$ cat src/slcan_pkg.sv
// Shared types, character codes and helpers for the serial-line CAN command parser.
`default_nettype none

package slcan_pkg;

   localparam int LINE_LIMIT_DEFAULT = 64;
   localparam int MAX_DATA_BYTES     = 8;

   typedef enum logic [3:0] {
      KIND_FRAME    = 4'd0,
      KIND_STATUS   = 4'd1,
      KIND_OPEN     = 4'd2,
      KIND_CLOSE    = 4'd3,
      KIND_RATE_SET = 4'd4,
      KIND_HW_VER   = 4'd5,
      KIND_SW_VER   = 4'd6,
      KIND_ERROR    = 4'd7,
      KIND_OVERFLOW = 4'd8
   } kind_type;

   localparam logic [7:0] CH_CR     = 8'h0D;
   localparam logic [7:0] CH_STD    = 8'h74;  // t
   localparam logic [7:0] CH_EXT    = 8'h54;  // T
   localparam logic [7:0] CH_STD_RM = 8'h72;  // r
   localparam logic [7:0] CH_EXT_RM = 8'h52;  // R
   localparam logic [7:0] CH_RATE   = 8'h53;  // S
   localparam logic [7:0] CH_STATUS = 8'h46;  // F
   localparam logic [7:0] CH_OPEN   = 8'h4F;  // O
   localparam logic [7:0] CH_CLOSE  = 8'h43;  // C
   localparam logic [7:0] CH_HW_VER = 8'h56;  // V
   localparam logic [7:0] CH_SW_VER = 8'h76;  // v
   localparam logic [7:0] CH_ZERO   = 8'h30;
   localparam logic [7:0] CH_EIGHT  = 8'h38;

   localparam logic [7:0] STD_DIGITS     = 8'd3;
   localparam logic [7:0] EXT_DIGITS     = 8'd8;
   localparam logic [3:0] LEN_MAX        = 4'd8;
   localparam logic [3:0] BIT_RATE_RESET = 4'd4;
   localparam logic [28:0] STD_ID_MASK   = 29'h000007FF;

   function automatic logic [3:0] hex_value(input logic [7:0] c);
      logic [3:0] v;
      v = 4'd0;
      if (c >= 8'h30 && c <= 8'h39) begin
         v = c[3:0];
      end else if ((c >= 8'h61 && c <= 8'h66) || (c >= 8'h41 && c <= 8'h46)) begin
         v = c[3:0] + 4'd9;
      end
      return v;
   endfunction

endpackage

`default_nettype wire

$ cat src/slcan_command_parser.sv
// Top level of the serial-line CAN command parser: character in, decoded command out.
//
// Usage: req_ch carries one ASCII character per item on the req_ channel
// (req_valid / req_stall). A carriage return ends a command line and yields
// one item on the rsp_ channel (rsp_valid / rsp_stall) with the decoded kind,
// frame fields and rate index. Other characters yield no item, except the one
// that would fill the line to LINE_LIMIT characters: that line is dropped and
// an overflow item is sent.
// Path: a character is held in the input register from its accepting edge,
// and its result is then loaded into the result register; a stall can hold it
// in the input register first. Throughput: one character per cycle while
// req_stall is low, set by the single input-register-to-result-register pass.
// Stall: while rsp_stall holds a result, characters that produce no result
// keep flowing; a line end or overflow waits in the input register, and then
// req_stall rises.
// Reset: clears the line and both registers' valid flags; bit rate index
// returns to 4.
`default_nettype none

module slcan_command_parser #(
   parameter int LINE_LIMIT = slcan_pkg::LINE_LIMIT_DEFAULT
) (
   input  wire logic        clock,
   input  wire logic        reset,
   input  wire logic        req_valid,
   output logic             req_stall,
   input  wire logic [7:0]  req_ch,
   output logic             rsp_valid,
   input  wire logic        rsp_stall,
   output logic [3:0]       rsp_kind,
   output logic [28:0]      rsp_ident,
   output logic             rsp_extended,
   output logic             rsp_remote,
   output logic [3:0]       rsp_length_code,
   output logic [63:0]      rsp_payload,
   output logic [3:0]       rsp_rate_index
);

   localparam int POS_W = $clog2(LINE_LIMIT);
   localparam logic [POS_W-1:0] POS_LAST = POS_W'(LINE_LIMIT - 1);

   logic             in_valid_ff, in_valid_in;
   logic [7:0]       in_ch_ff, in_ch_in;
   logic [POS_W-1:0] line_pos_ff, line_pos_in;
   logic [7:0]       letter_ff, letter_in;
   logic [31:0]      ident_ff, ident_in;
   logic [3:0]       len_ff, len_in;
   logic [63:0]      data_ff, data_in;
   logic             rate_ok_ff, rate_ok_in;
   logic [3:0]       rate_val_ff, rate_val_in;
   logic [3:0]       bit_rate_ff, bit_rate_in;

   logic             rsp_valid_ff, rsp_valid_in;
   logic [3:0]       kind_ff, kind_in;
   logic [28:0]      ident_out_ff, ident_out_in;
   logic             ext_ff, ext_in;
   logic             rtr_ff, rtr_in;
   logic [3:0]       len_out_ff, len_out_in;
   logic [63:0]      data_out_ff, data_out_in;
   logic [3:0]       rate_out_ff, rate_out_in;

   logic             is_cr, is_over, has_result, step;
   logic             is_ext, is_rtr, is_frame;
   logic [7:0]       pos8, ndig, dig_rem, off;
   logic [3:0]       h;
   logic [4:0]       id_sh;
   logic [5:0]       pl_sh;
   logic             rate_take;

   assign is_cr      = (in_ch_ff == slcan_pkg::CH_CR);
   assign is_over    = !is_cr && (line_pos_ff == POS_LAST);
   assign has_result = is_cr || is_over;
   assign step       = in_valid_ff && (!has_result || !rsp_valid_ff || !rsp_stall);
   assign req_stall  = in_valid_ff && !step;

   assign is_ext   = (letter_ff == slcan_pkg::CH_EXT) || (letter_ff == slcan_pkg::CH_EXT_RM);
   assign is_rtr   = (letter_ff == slcan_pkg::CH_STD_RM) || (letter_ff == slcan_pkg::CH_EXT_RM);
   assign is_frame = is_ext || is_rtr || (letter_ff == slcan_pkg::CH_STD);
   assign pos8     = 8'(line_pos_ff);
   assign ndig     = is_ext ? slcan_pkg::EXT_DIGITS : slcan_pkg::STD_DIGITS;
   assign dig_rem  = ndig - pos8;
   assign off      = pos8 - ndig - 8'd2;
   assign h        = slcan_pkg::hex_value(in_ch_ff);
   assign id_sh    = {dig_rem[2:0], 2'b00};
   assign pl_sh    = {off[3:1], ~off[0], 2'b00};
   assign rate_take = is_cr && (letter_ff == slcan_pkg::CH_RATE) && (pos8 == 8'd2) && rate_ok_ff;

   always_comb begin
      in_valid_in = in_valid_ff;
      in_ch_in    = in_ch_ff;
      if (!req_stall) begin
         in_valid_in = req_valid;
         in_ch_in    = req_ch;
      end
   end

   always_comb begin
      line_pos_in = line_pos_ff;
      letter_in   = letter_ff;
      ident_in    = ident_ff;
      len_in      = len_ff;
      data_in     = data_ff;
      rate_ok_in  = rate_ok_ff;
      rate_val_in = rate_val_ff;
      bit_rate_in = bit_rate_ff;
      if (step) begin
         if (has_result) begin
            line_pos_in = '0;
            letter_in   = '0;
            ident_in    = '0;
            len_in      = '0;
            data_in     = '0;
            rate_ok_in  = 1'b0;
            rate_val_in = '0;
            if (rate_take) begin
               bit_rate_in = rate_val_ff;
            end
         end else begin
            line_pos_in = line_pos_ff + POS_W'(1);
            if (pos8 == 8'd0) begin
               letter_in = in_ch_ff;
            end else if (is_frame) begin
               if (pos8 <= ndig) begin
                  ident_in = ident_ff | (32'(h) << id_sh);
               end else if (pos8 == ndig + 8'd1) begin
                  len_in = h;
               end else if (!is_rtr && off[7:4] == 4'd0) begin
                  data_in = data_ff | (64'(h) << pl_sh);
               end
            end else if (letter_ff == slcan_pkg::CH_RATE && pos8 == 8'd1) begin
               rate_ok_in  = (in_ch_ff >= slcan_pkg::CH_ZERO) && (in_ch_ff <= slcan_pkg::CH_EIGHT);
               rate_val_in = in_ch_ff[3:0];
            end
         end
      end
   end

   always_comb begin
      rsp_valid_in = rsp_valid_ff && rsp_stall;
      kind_in      = kind_ff;
      ident_out_in = ident_out_ff;
      ext_in       = ext_ff;
      rtr_in       = rtr_ff;
      len_out_in   = len_out_ff;
      data_out_in  = data_out_ff;
      rate_out_in  = rate_out_ff;
      if (step && has_result) begin
         rsp_valid_in = 1'b1;
         kind_in      = slcan_pkg::KIND_ERROR;
         ident_out_in = '0;
         ext_in       = 1'b0;
         rtr_in       = 1'b0;
         len_out_in   = '0;
         data_out_in  = '0;
         rate_out_in  = '0;
         if (is_over) begin
            kind_in = slcan_pkg::KIND_OVERFLOW;
         end else if (pos8 == 8'd0) begin
            kind_in = slcan_pkg::KIND_ERROR;
         end else if (is_frame) begin
            if (len_ff <= slcan_pkg::LEN_MAX) begin
               kind_in      = slcan_pkg::KIND_FRAME;
               ident_out_in = is_ext ? ident_ff[28:0] : (ident_ff[28:0] & slcan_pkg::STD_ID_MASK);
               ext_in       = is_ext;
               rtr_in       = is_rtr;
               len_out_in   = len_ff;
               data_out_in  = is_rtr ? 64'd0 : data_ff;
            end
         end else if (letter_ff == slcan_pkg::CH_RATE) begin
            if (rate_take) begin
               kind_in     = slcan_pkg::KIND_RATE_SET;
               rate_out_in = rate_val_ff;
            end
         end else if (pos8 == 8'd1) begin
            case (letter_ff)
               slcan_pkg::CH_STATUS: kind_in = slcan_pkg::KIND_STATUS;
               slcan_pkg::CH_OPEN: begin
                  kind_in     = slcan_pkg::KIND_OPEN;
                  rate_out_in = bit_rate_ff;
               end
               slcan_pkg::CH_CLOSE:  kind_in = slcan_pkg::KIND_CLOSE;
               slcan_pkg::CH_HW_VER: kind_in = slcan_pkg::KIND_HW_VER;
               slcan_pkg::CH_SW_VER: kind_in = slcan_pkg::KIND_SW_VER;
               default:              kind_in = slcan_pkg::KIND_ERROR;
            endcase
         end
      end
   end

   always_ff @(posedge clock) begin
      in_ch_ff     <= in_ch_in;
      kind_ff      <= kind_in;
      ident_out_ff <= ident_out_in;
      ext_ff       <= ext_in;
      rtr_ff       <= rtr_in;
      len_out_ff   <= len_out_in;
      data_out_ff  <= data_out_in;
      rate_out_ff  <= rate_out_in;
      if (reset) begin
         in_valid_ff  <= 1'b0;
         rsp_valid_ff <= 1'b0;
         line_pos_ff  <= '0;
         letter_ff    <= '0;
         ident_ff     <= '0;
         len_ff       <= '0;
         data_ff      <= '0;
         rate_ok_ff   <= 1'b0;
         rate_val_ff  <= '0;
         bit_rate_ff  <= slcan_pkg::BIT_RATE_RESET;
      end else begin
         in_valid_ff  <= in_valid_in;
         rsp_valid_ff <= rsp_valid_in;
         line_pos_ff  <= line_pos_in;
         letter_ff    <= letter_in;
         ident_ff     <= ident_in;
         len_ff       <= len_in;
         data_ff      <= data_in;
         rate_ok_ff   <= rate_ok_in;
         rate_val_ff  <= rate_val_in;
         bit_rate_ff  <= bit_rate_in;
      end
   end

   assign rsp_valid       = rsp_valid_ff;
   assign rsp_kind        = kind_ff;
   assign rsp_ident       = ident_out_ff;
   assign rsp_extended    = ext_ff;
   assign rsp_remote      = rtr_ff;
   assign rsp_length_code = len_out_ff;
   assign rsp_payload     = data_out_ff;
   assign rsp_rate_index  = rate_out_ff;

`ifndef SYNTHESIS
   a_frame_len: assert property (@(posedge clock) disable iff (reset)
      rsp_valid_ff && kind_ff == slcan_pkg::KIND_FRAME |-> len_out_ff <= slcan_pkg::LEN_MAX)
      else $error("frame item with length code above limit");
   a_nonframe_clean: assert property (@(posedge clock) disable iff (reset)
      rsp_valid_ff && kind_ff != slcan_pkg::KIND_FRAME
      |-> ident_out_ff == '0 && data_out_ff == '0 && !ext_ff && !rtr_ff)
      else $error("non-frame item carries frame fields");
   a_rate_range: assert property (@(posedge clock) disable iff (reset)
      bit_rate_ff <= slcan_pkg::LEN_MAX)
      else $error("bit rate index out of range");
   a_line_bound: assert property (@(posedge clock) disable iff (reset)
      step && is_over |=> line_pos_ff == '0 && rsp_valid_ff)
      else $error("overflow did not restart the line");
`endif

endmodule

`default_nettype wire

$ cat config.mk
export PLATFORM = sky130hd
export DESIGN_NAME = slcan_command_parser
export DESIGN_NICKNAME = d
export VERILOG_FILES = /design/src/slcan_pkg.sv /design/src/slcan_command_parser.sv
export SDC_FILE = /design/constraint.sdc
export NUM_CORES = 1
export LEC_CHECK = 0
export BUFFER_PORTS_ARGS = -buffer_cell sky130_fd_sc_hd__buf_2
export CAP_MARGIN = 20
export CORE_ASPECT_RATIO = 0.8
export CORE_MARGIN = 1.5
export CORE_UTILIZATION = 50
export DETAILED_ROUTE_END_ITERATION = 10
export HOLD_SLACK_MARGIN = 0.15
export PLACE_DENSITY = 0.74
export RECOVER_POWER = 50
export SLEW_MARGIN = 20
export SYNTH_ARGS = -nofsm -noshare
export SYNTH_HDL_FRONTEND = slang
export SYNTH_SLANG_ARGS = --single-unit
$ cat constraint.sdc
create_clock -name clock -period 4.7 [get_ports clock]
set_input_delay 0.94 -clock clock [delete_from_list [all_inputs] [get_ports clock]]
set_output_delay 0.94 -clock clock [all_outputs]
set_load 0.05 [all_outputs]
## Yosys cells after proc, flatten, opt, wreduce, memory -nomap -nowiden

Index checks and enable logic that the tools add are counted.

| cells by class | value |
|---|---|
| equality and inequality tests | 19 |
| add/subtract/negate cells | 6 |
| multiplexer cells | 41 |
| bitwise logic cells | 6 |
| reduce and logical (&&, ||, !) cells | 46 |
| $lt $le $gt $ge | 9 |
| shifts and indexed selects | 2 |

Operators by type and width:

| cell | number |
|---|---|
| $mux 64 | 6 |
| $mux 32 | 4 |
| $eq 8x7->1 const B | 10 |
| $mux 4 | 19 |
| $or 64x64->64 | 1 |
| $shl 4x6->64 | 1 |
| $or 32x32->32 | 1 |
| $shl 4x5->32 | 1 |
| $ge 8x7->1 const B | 2 |
| $le 8x6->1 const B | 2 |
| $le 8x7->1 const B | 2 |
| $mux 8 | 2 |
| $pmux 3 s5 | 1 |
| $logic_and 1x1->1 | 14 |
| $reduce_bool 2->1 | 6 |
| $reduce_or 5->1 | 2 |
| $eq 8x4->1 const B | 1 |
| $ge 8x6->1 const B | 1 |
| $logic_not 8->1 | 1 |
| $logic_or 1x1->1 | 8 |
| $ne 2x2->1 const B | 4 |
| $reduce_and 4->1 | 2 |
| $sub 7x3->8 const B | 1 |
| $sub 6x4->7 | 1 |
| other kinds (23) | 36 |

| word-level totals | value |
|---|---|
| output and inout port bits | 109 |
| input port bits | 12 |
| word-level logic and storage cells | 148 |
| register bits | 240 |

## Depth between registers and ports, before layout

Gate-level depths: netlist (run 1).

| depth | value |
|---|---|
| word-level depth | 14 |
| gate-level depth with buffers | 16 |
| gate-level depth less buffers | 14 |

## Least setup slack after synthesis (run 1)

Ideal clock, no wire load.

| path | value |
|---|---|
| path kind | flip-flop to flip-flop |
| start | register in_ch_ff[1] |
| end | register data_ff[24] |
| path buffers | 1 |
| stages on the path, launching flop included | 11 |
| clock period less this slack | 4.484 ns |
| arrival time | 4.355 ns |
| slack | 0.216 ns |
| library setup time | 0.128 ns |
| required time | 4.572 ns |
| cell sequence | edfxtp_1 > inv_1 > ha_1 > nand3_1 > nand2_1 > nand3_1 > inv_1 > nor2_1 > clkbuf_1 > nand2_1 > o31ai_1 |

| on the way | value |
|---|---|
| longest elaborated chain between the ends | 13 |
| elaborated cells on any way between the ends | 34 |
| classes of those cells | order compare: 6; eq/ne: 4; shift: 1; mux: 8; bitwise: 1; reduce/logical: 14 |

Ends and longest elaborated chain:

| item | line | source |
|---|---|---|
| start: declaration | slcan_command_parser.sv:43 | `logic [7:0] in_ch_ff, in_ch_in;` |
| start signal: assignment | slcan_command_parser.sv:191 | `in_ch_ff <= in_ch_in;` |
| $ge 8x7->1 / $le 8x7->1 (equally long branches) | slcan_pkg.sv:46 | `end else if ((c >= 8'h61 && c <= 8'h66) \|\| (c >= 8'h41 && c <= 8'h46)) begin` |
| $logic_and 1x1->1 | slcan_pkg.sv:46 |  |
| $logic_or 1x1->1 | slcan_pkg.sv:46 |  |
| $mux 4 | slcan_pkg.sv:46 |  |
| $mux 4 | slcan_pkg.sv:44 | `if (c >= 8'h30 && c <= 8'h39) begin` |
| $shl 4x6->64 | slcan_command_parser.sv:128 | `data_in = data_ff \| (64'(h) << pl_sh);` |
| $or 64x64->64 | slcan_command_parser.sv:128 |  |
| $mux 64 | slcan_command_parser.sv:127 | `end else if (!is_rtr && off[7:4] == 4'd0) begin` |
| $mux 64 | slcan_command_parser.sv:125 | `end else if (pos8 == ndig + 8'd1) begin` |
| $mux 64 | slcan_command_parser.sv:123 | `if (pos8 <= ndig) begin` |
| $mux 64 | slcan_command_parser.sv:122 | `end else if (is_frame) begin` |
| $mux 64 | slcan_command_parser.sv:120 | `if (pos8 == 8'd0) begin` |
| $mux 64 | slcan_command_parser.sv:107 | `if (has_result) begin` |
| end signal: assignment | slcan_command_parser.sv:217 | `data_ff <= data_in;` |
| end: declaration | slcan_command_parser.sv:48 | `logic [63:0] data_ff, data_in;` |

Several ways; a longest one is shown, not always the timed one. The select of a mux whose other input is x is not followed.
A chain may end at the register's enable or synchronous reset.

## Worst setup path in the final report (run 1)

| path | value |
|---|---|
| start | register letter_ff[2] |
| end | register data_ff[12] |

| on the way | value |
|---|---|
| longest elaborated chain between the ends | 14 |
| elaborated cells on any way between the ends | 31 |
| classes of those cells | add/sub: 3; order compare: 1; eq/ne: 7; shift: 1; mux: 7; bitwise: 2; reduce/logical: 10 |

Ends and longest elaborated chain:

| item | line | source |
|---|---|---|
| start: declaration | slcan_command_parser.sv:45 | `logic [7:0] letter_ff, letter_in;` |
| start signal: assignment | slcan_command_parser.sv:214 | `letter_ff <= letter_in;` |
| $eq 8x7->1 (on tied branches) | slcan_command_parser.sv:76, slcan_command_parser.sv:77 |  |
| $logic_or 1x1->1 | slcan_command_parser.sv:76 | `assign is_ext = (letter_ff == slcan_pkg::CH_EXT) \|\| (letter_ff == slcan_pkg::CH_EXT_RM);` |
| $mux 4 | slcan_command_parser.sv:80 | `assign ndig = is_ext ? slcan_pkg::EXT_DIGITS : slcan_pkg::STD_DIGITS;` |
| $sub 6x4->7 | slcan_command_parser.sv:82 | `assign off = pos8 - ndig - 8'd2;` |
| $sub 7x3->8 | slcan_command_parser.sv:82 |  |
| $not 1->1 | slcan_command_parser.sv:85 | `assign pl_sh = {off[3:1], ~off[0], 2'b00};` |
| $shl 4x6->64 | slcan_command_parser.sv:128 |  |
| $or 64x64->64 | slcan_command_parser.sv:128 |  |
| $mux 64 | slcan_command_parser.sv:127 |  |
| $mux 64 | slcan_command_parser.sv:125 |  |
| $mux 64 | slcan_command_parser.sv:123 |  |
| $mux 64 | slcan_command_parser.sv:122 |  |
| $mux 64 | slcan_command_parser.sv:120 |  |
| $mux 64 | slcan_command_parser.sv:107 |  |

Several ways; a longest one is shown, not always the timed one. The select of a mux whose other input is x is not followed.

==> impl_metrics.json, run 1 <==
{
  "clk_path_buf_depth": 3,
  "setup_viol": 0,
  "slew_violations": 0,
  "place_ws_ns": 0.900,
  "synth_ff_type": "dfxtp_1",
  "period_share": 0.821,
  "cp_cell_sequence": "xnor2_1, nor3_4, inv_1, ha_1, ha_1, or3_1, maj3_1, xor2_1, o21bai_2, nand4_2, o21ai_0",
  "cts_made_buffers": 23,
  "cts_setup_buffers": 0,
  "layout-drive-gt1-share": 0.0747,
  "critPathKind": "flop to flop",
  "drv_cap": 0,
  "grt-ovfl-total": 0,
  "tns_ns": 0,
  "peakVddDrop_v": 0.000203,
  "synth_edf_count": 115,
  "syn_avg_cell_area_um2": 11.0,
  "ios": 121,
  "diodes": 0,
  "start_kind": "flop",
  "fmax_mhz": 259,
  "die_y_um": 127,
  "drtPass1Iterations": 5,
  "cts_resized": 0,
  "leakagePower_nw": 3.96,
  "grt_pass1_wl_um": 33100,
  "vias_per_cell": 5.49,
  "crit_top_cell": "ha_1",
  "yosysUniqueCellTypes": 62,
  "area_growth_syn_to_layout_pct": 14.7,
  "die_w_um": 158,
  "postRouteAntennaNets": 0,
  "portBuffers": 120,
  "slowest_stage": "dfxtp_1",
  "yosys_register_bits": 237,
  "placementRows": 45,
  "hold_violations": 0,
  "path_delay_family": "simple AND/OR/NAND/NOR gates",
  "routed_wl_um": 21100,
  "cts_tree": "built",
  "clkTransAtPathRegs_ns": 0.06,
  "synth_area_mm2": 0.00957,
  "worstPathRequired_ns": 5.13,
  "skew_ns": 0.0144,
  "start_util": 0.508,
  "syn-instance-count": 874,
  "clock-sinks": 237,
  "syn-num-nets": 901,
  "first_iter_violations": 557,
  "drc": 0,
  "grt_pass1_vias": 6181,
  "hold_class": "flop to flop",
  "worst-path-buf-inv": 1,
  "wire_per_inst_um": 16.7,
  "die_area_mm2": 0.0200,
  "core-area_mm2": 0.0189,
  "worst_pin_slew_ns": 1.21,
  "place.gp.congestion": 0.931,
  "rsz0062_at_grt": "false",
  "holdBufCountCts": 0,
  "power_density_mw_per_mm2": 367,
  "layout_commonest_cell": "dfxtp_1",
  "grt_max_degree": 65,
  "synth_warnings": 0,
  "outcome": "completed",
  "slew_headroom": 0.184,
  "crit_arrival_ns": 4.29,
  "period_needed_ns": 3.86,
  "ys_seq_area_frac": 0.616,
  "cp_max_fo": 12,
  "postLayoutSetupSlackWorst_ns": 0.840,
  "ctsHtreeMaxLevel": 1,
  "antenna_found_initial": 0,
  "hpwl_um": 14100,
  "layout.cells.most_common_list": "dfxtp_1 (122), clkbuf_1 (119), edfxtp_1 (115)",
  "cpPeakStageDelay_ns": 0.57,
  "clock_latency_ns": 0.53,
  "synthArstFlopShare": 0,
  "vias": 6926,
  "root_buffer": "clkbuf_16",
  "fillCellCount": 1598,
  "end_kind": "flop",
  "grt_usage": 0.210,
  "whs_ns": 0.443,
  "finalNetCount": 1014
}
cells in the mapped netlist (2+ instances only):
cell	instances	area, um^2
a211o_1	2	17.5
a21oi_1	15	75.1
a22oi_1	20	150
a2bb2oi_1	2	17.5
a311oi_1	3	26.3
a31oi_1	35	219
and2_1	87	544
and3_1	22	138
buf_2	2	10.0
buf_6	2	22.5
clkbuf_1	35	131
dfxtp_1	122	2440
edfxtp_1	115	3450
ha_1	14	175
inv_1	22	82.6
maj3_1	2	20.0
mux2i_1	5	50.1
nand2_1	89	334
nand2b_1	10	62.6
nand3_1	19	95.1
nand3b_1	3	22.5
nand4_1	4	25.0
nand4_2	6	75.1
nor2_1	81	304
nor2b_1	10	62.6
nor3_1	10	50.1
nor3b_1	3	22.5
nor4_1	10	62.6
o211ai_1	2	15.0
o21ai_0	52	260
o21ai_1	3	15.0
o31ai_1	18	135
or2_2	5	31.3
or3_1	7	43.8
or4b_2	2	20.0
xnor2_1	3	26.3
xor2_1	7	61.3
worst paths after layout:
check,from,endpoint,slack (ns),cells after the start
max,letter_ff[2],data_ff[12],0.84,11
min,data_ff[5],data_ff[5],0.44,2
max reg2reg,letter_ff[2],data_ff[12],0.84,11
min reg2reg,data_ff[5],data_ff[5],0.44,2
logic make-up (layout without fill, tap and decap cells):
group	after synthesis	in the layout	synth area share
and+or+nand+nor	377	377	0.207
DFF	237	237	0.616
AOI/OAI and AO/OA	164	164	0.111
buffers and inverters	63	193	0.0268
adders and majority gates	17	17	0.0225
xor gates and xnor gates	11	11	0.0115
muxes	5	5	0.00523
stage by stage:
stage	power (mW)	area, um^2	util	instances
CTS	4.06	11100	0.590	1262
global placement	2.32	10400	0.552	1220
finish	4.03	11000	0.582	1262
global route	4.16	11000	0.582	1262
floorplan	2.29	9570	-	874
detailed placement	2.32	10400	0.552	1220
registers in the layout (all words and copies together), names as in the netlist:
signal and flops:
rsp_length_code 4, rsp_extended 1, line_pos_ff 6, rsp_valid 1
rsp_rate_index 4, rsp_kind 4, rate_ok_ff 1, rsp_payload 64
in_valid_ff 1, rsp_ident 29, bit_rate_ff 4, ident_ff 29
rsp_remote 1, letter_ff 8, rate_val_ff 4, in_ch_ff 8
len_ff 4, data_ff 64
power by group:
part / leakage, nW / switching, mW / internal (mW)
Clock: 0.342 / 0.766 / 0.989
Sequential: 2.03 / 0.0144 / 2.15
Combinational: 1.59 / 0.0791 / 0.0318
Total: 3.96 / 0.859 / 3.18
metal layers:
metal  global-route usage  vias to the layer above  share of wire
li1                     -                     3348              -
met3               0.0420                       38          0.072
met5                    0                        -              0
met4               0.0527                        0          0.020
met2                0.292                      240           0.41
met1                0.331                     3300           0.50
tightest hold or removal path, cell delays in order, from the launching register on:
cell and delay, ns:
dfxtp_1 0.32, nand2_1 0.05, o31ai_1 0.05
final cells by class:
cell class / count / area, um^2 / share of cell area
flip-flops and latches: 237 / 5900 / 0.537
repair buffers: 128 / 534 / 0.0486
inverters: 23 / 91.3 / 0.00832
clock inverters: 8 / 83.8 / 0.00763
clock buffers: 34 / 627 / 0.0571
multi-input cells: 574 / 3430 / 0.312
well taps: 258 / 323 / 0.0294
Note: power is estimated with default switching activity, not from simulation.
==> run 2, diff against run 1 <==
==> constraint.sdc (replaced) <==
create_clock -name clock -period 3.5 [get_ports clock]
set_input_delay 0.7 -clock clock [delete_from_list [all_inputs] [get_ports clock]]
set_output_delay 0.7 -clock clock [all_outputs]
set_load 0.05 [all_outputs]
==> run 2 against run 1 <==
  * Hold slack worse by 0.082 ns
  * Combinational power grew 59%
  * Register-to-register slack worse by 0.75 ns
  * Die area did not move
  * Cell area rose by 4.6%
  * First-iteration DRC count grew 4.1%
  * Global-route usage about the same
  * Via count up 0.94%
  * Maximum frequency up 13%
  * Sequential cell count unchanged
  * Power is 36% higher
  * Worst setup slack worse by 0.75 ns
  * Critical endpoint is now data_ff[49]
  * Largest power group unchanged
==> impl_metrics.json, run 2 (synthesis results as in run 1) <==
{
  "cp_max_fo": 16,
  "worstPathRequired_ns": 3.91,
  "wire_per_inst_um": 16.5,
  "crit_arrival_ns": 3.82,
  "whs_ns": 0.362,
  "start_kind": "flop",
  "slew_violations": 0,
  "die_w_um": 158,
  "first_iter_violations": 580,
  "layout-drive-gt1-share": 0.135,
  "core-area_mm2": 0.0189,
  "drv_cap": 0,
  "outcome": "completed",
  "drtPass1Iterations": 5,
  "leakagePower_nw": 4.05,
  "vias_per_cell": 5.40,
  "cp_cell_sequence": "or3b_4, nor3_4, inv_1, ha_1, ha_4, or3_4, maj3_2, xor2_2, o21bai_4, buf_4, nand2_4, o31ai_2",
  "timing.rr.end": "data_ff[49]",
  "grt_pass1_vias": 6334,
  "fin_util": 0.609,
  "r2r_cells": 12,
  "place.gp.congestion": 0.851,
  "switching_share": 0.208,
  "power_density_mw_per_mm2": 478,
  "period_needed_ns": 3.41,
  "start_util": 0.508,
  "root_buffer": "clkbuf_16",
  "rsz0062_at_grt": "true",
  "cts_tree": "built",
  "worst-path-buf-inv": 2,
  "hold_class": "primary input to flop",
  "routed_wl_um": 21400,
  "p_int_mw": 4.35,
  "clock-sinks": 237,
  "grt_max_degree": 65,
  "clock_latency_ns": 0.51,
  "diodes": 0,
  "period_share": 0.974,
  "die_y_um": 127,
  "grt-ovfl-total": 0,
  "setup_viol": 0,
  "slowest_stage": "or3b_4",
  "die_area_mm2": 0.0200,
  "end_kind": "flop",
  "clkTransAtPathRegs_ns": 0.06,
  "grt_pass1_wl_um": 33500,
  "combPwrFrac": 0.032,
  "min-delay-start": "req_ch[7]",
  "cts_made_buffers": 23,
  "peakVddDrop_v": 0.000265,
  "r2r_slack_ns": 0.09,
  "switchingPower_mw": 1.15,
  "critPathKind": "flop to flop",
  "power_frac_seq": 0.529,
  "clk_path_buf_depth": 3,
  "ctsHtreeMaxLevel": 1,
  "hpwl_um": 14000,
  "portBuffers": 120,
  "fmax_mhz": 293,
  "skew_ns": 0.0162,
  "cpPeakStageDelay_ns": 0.43,
  "holdBufCountCts": 0,
  "path_delay_family": "simple AND/OR/NAND/NOR gates",
  "min_to": "in_ch_ff[7]",
  "layout.cells.most_common_list": "dfxtp_1 (118), clkbuf_1 (118), edfxtp_1 (115)",
  "antenna_found_initial": 0,
  "fillCellCount": 1575,
  "ios": 121,
  "worstReg2RegStart": "letter_ff[3]",
  "vias": 6991,
  "finalNetCount": 1046,
  "drc": 0,
  "holdPathStages": 1,
  "grt_usage": 0.210,
  "postRouteAntennaNets": 0,
  "hold_violations": 0,
  "clkPwrFrac": 0.438,
  "slew_headroom": 0.0237,
  "worst_pin_slew_ns": 1.46,
  "area_growth_syn_to_layout_pct": 20.0,
  "placementRows": 45
}
-- run 2: cell types whose count changed in the layout (fill, tap and decap cells not counted), moves of 5 or more --
cell | before | now
o21ai_0 | 52 | 18
o21ai_1 | 3 | 36
buf_4 | 6 | 33
o31ai_1 | 18 | 12
o31ai_2 | 0 | 5
-- run 2: metrics by stage --
step / power, mW / instances / worst slack, ns / cell area [um^2] / TNS (ns)
finish: 5.50 / 1294 / 0.0905 / 11500 / 0
global route: 5.66 / 1294 / -0.0678 / 11500 / -0.491
CTS: 5.52 / 1284 / 0.0332 / 11400 / 0
detailed placement: 3.14 / 1242 / -0.0193 / 10700 / -0.0553
global placement: 3.13 / 1242 / 0.0881 / 10700 / 0
floorplan: 3.08 / 874 / -0.0325 / 9720 / -1.13
-- run 2: metal layers --
layer | share of wire | global-route usage
met3 | 0.061 | 0.0379
met1 | 0.48 | 0.322
met2 | 0.44 | 0.307
met4 | 0.019 | 0.0499
met5 | 0 | 0
-- run 2: layout make-up --
class | count | area (um^2) | share of cell area
Sequential cell | 237 | 5900 | 0.514
Timing Repair Buffer | 160 | 793 | 0.0690
Clock buffer | 35 | 672 | 0.0585
Inverter | 23 | 90.1 | 0.00784
Clock inverter | 7 | 65.1 | 0.00566
Tap cell | 258 | 323 | 0.0281
Multi-Input combinational cell | 574 | 3640 | 0.317
-- run 2: repair_timing --
item / CTS / global route
gates resized for setup: 1 / 28
buffers inserted: 0 / 10
endpoints found under the setup margin: 8 / 64
pin swaps: 0 / 9
-- run 2: worst max-delay path by stage --
stage / startpoint / endpoint / depth (start not counted)
floorplan: line_pos_ff[1] / data_ff[24] / 10
global placement: letter_ff[4] / data_ff[22] / 12
detailed placement: letter_ff[4] / data_ff[63] / 12
CTS: letter_ff[4] / data_ff[24] / 13
global route: letter_ff[1] / data_ff[24] / 12
finish: letter_ff[3] / data_ff[49] / 12
-- run 2: power groups by stage --
stage	sequential [mW]	combinational, mW	clock (mW)
floorplan	2.97	0.113	0
global placement	2.97	0.164	0
detailed placement	2.97	0.166	0
CTS	2.91	0.167	2.45
global route	2.91	0.195	2.56
finish	2.91	0.177	2.41
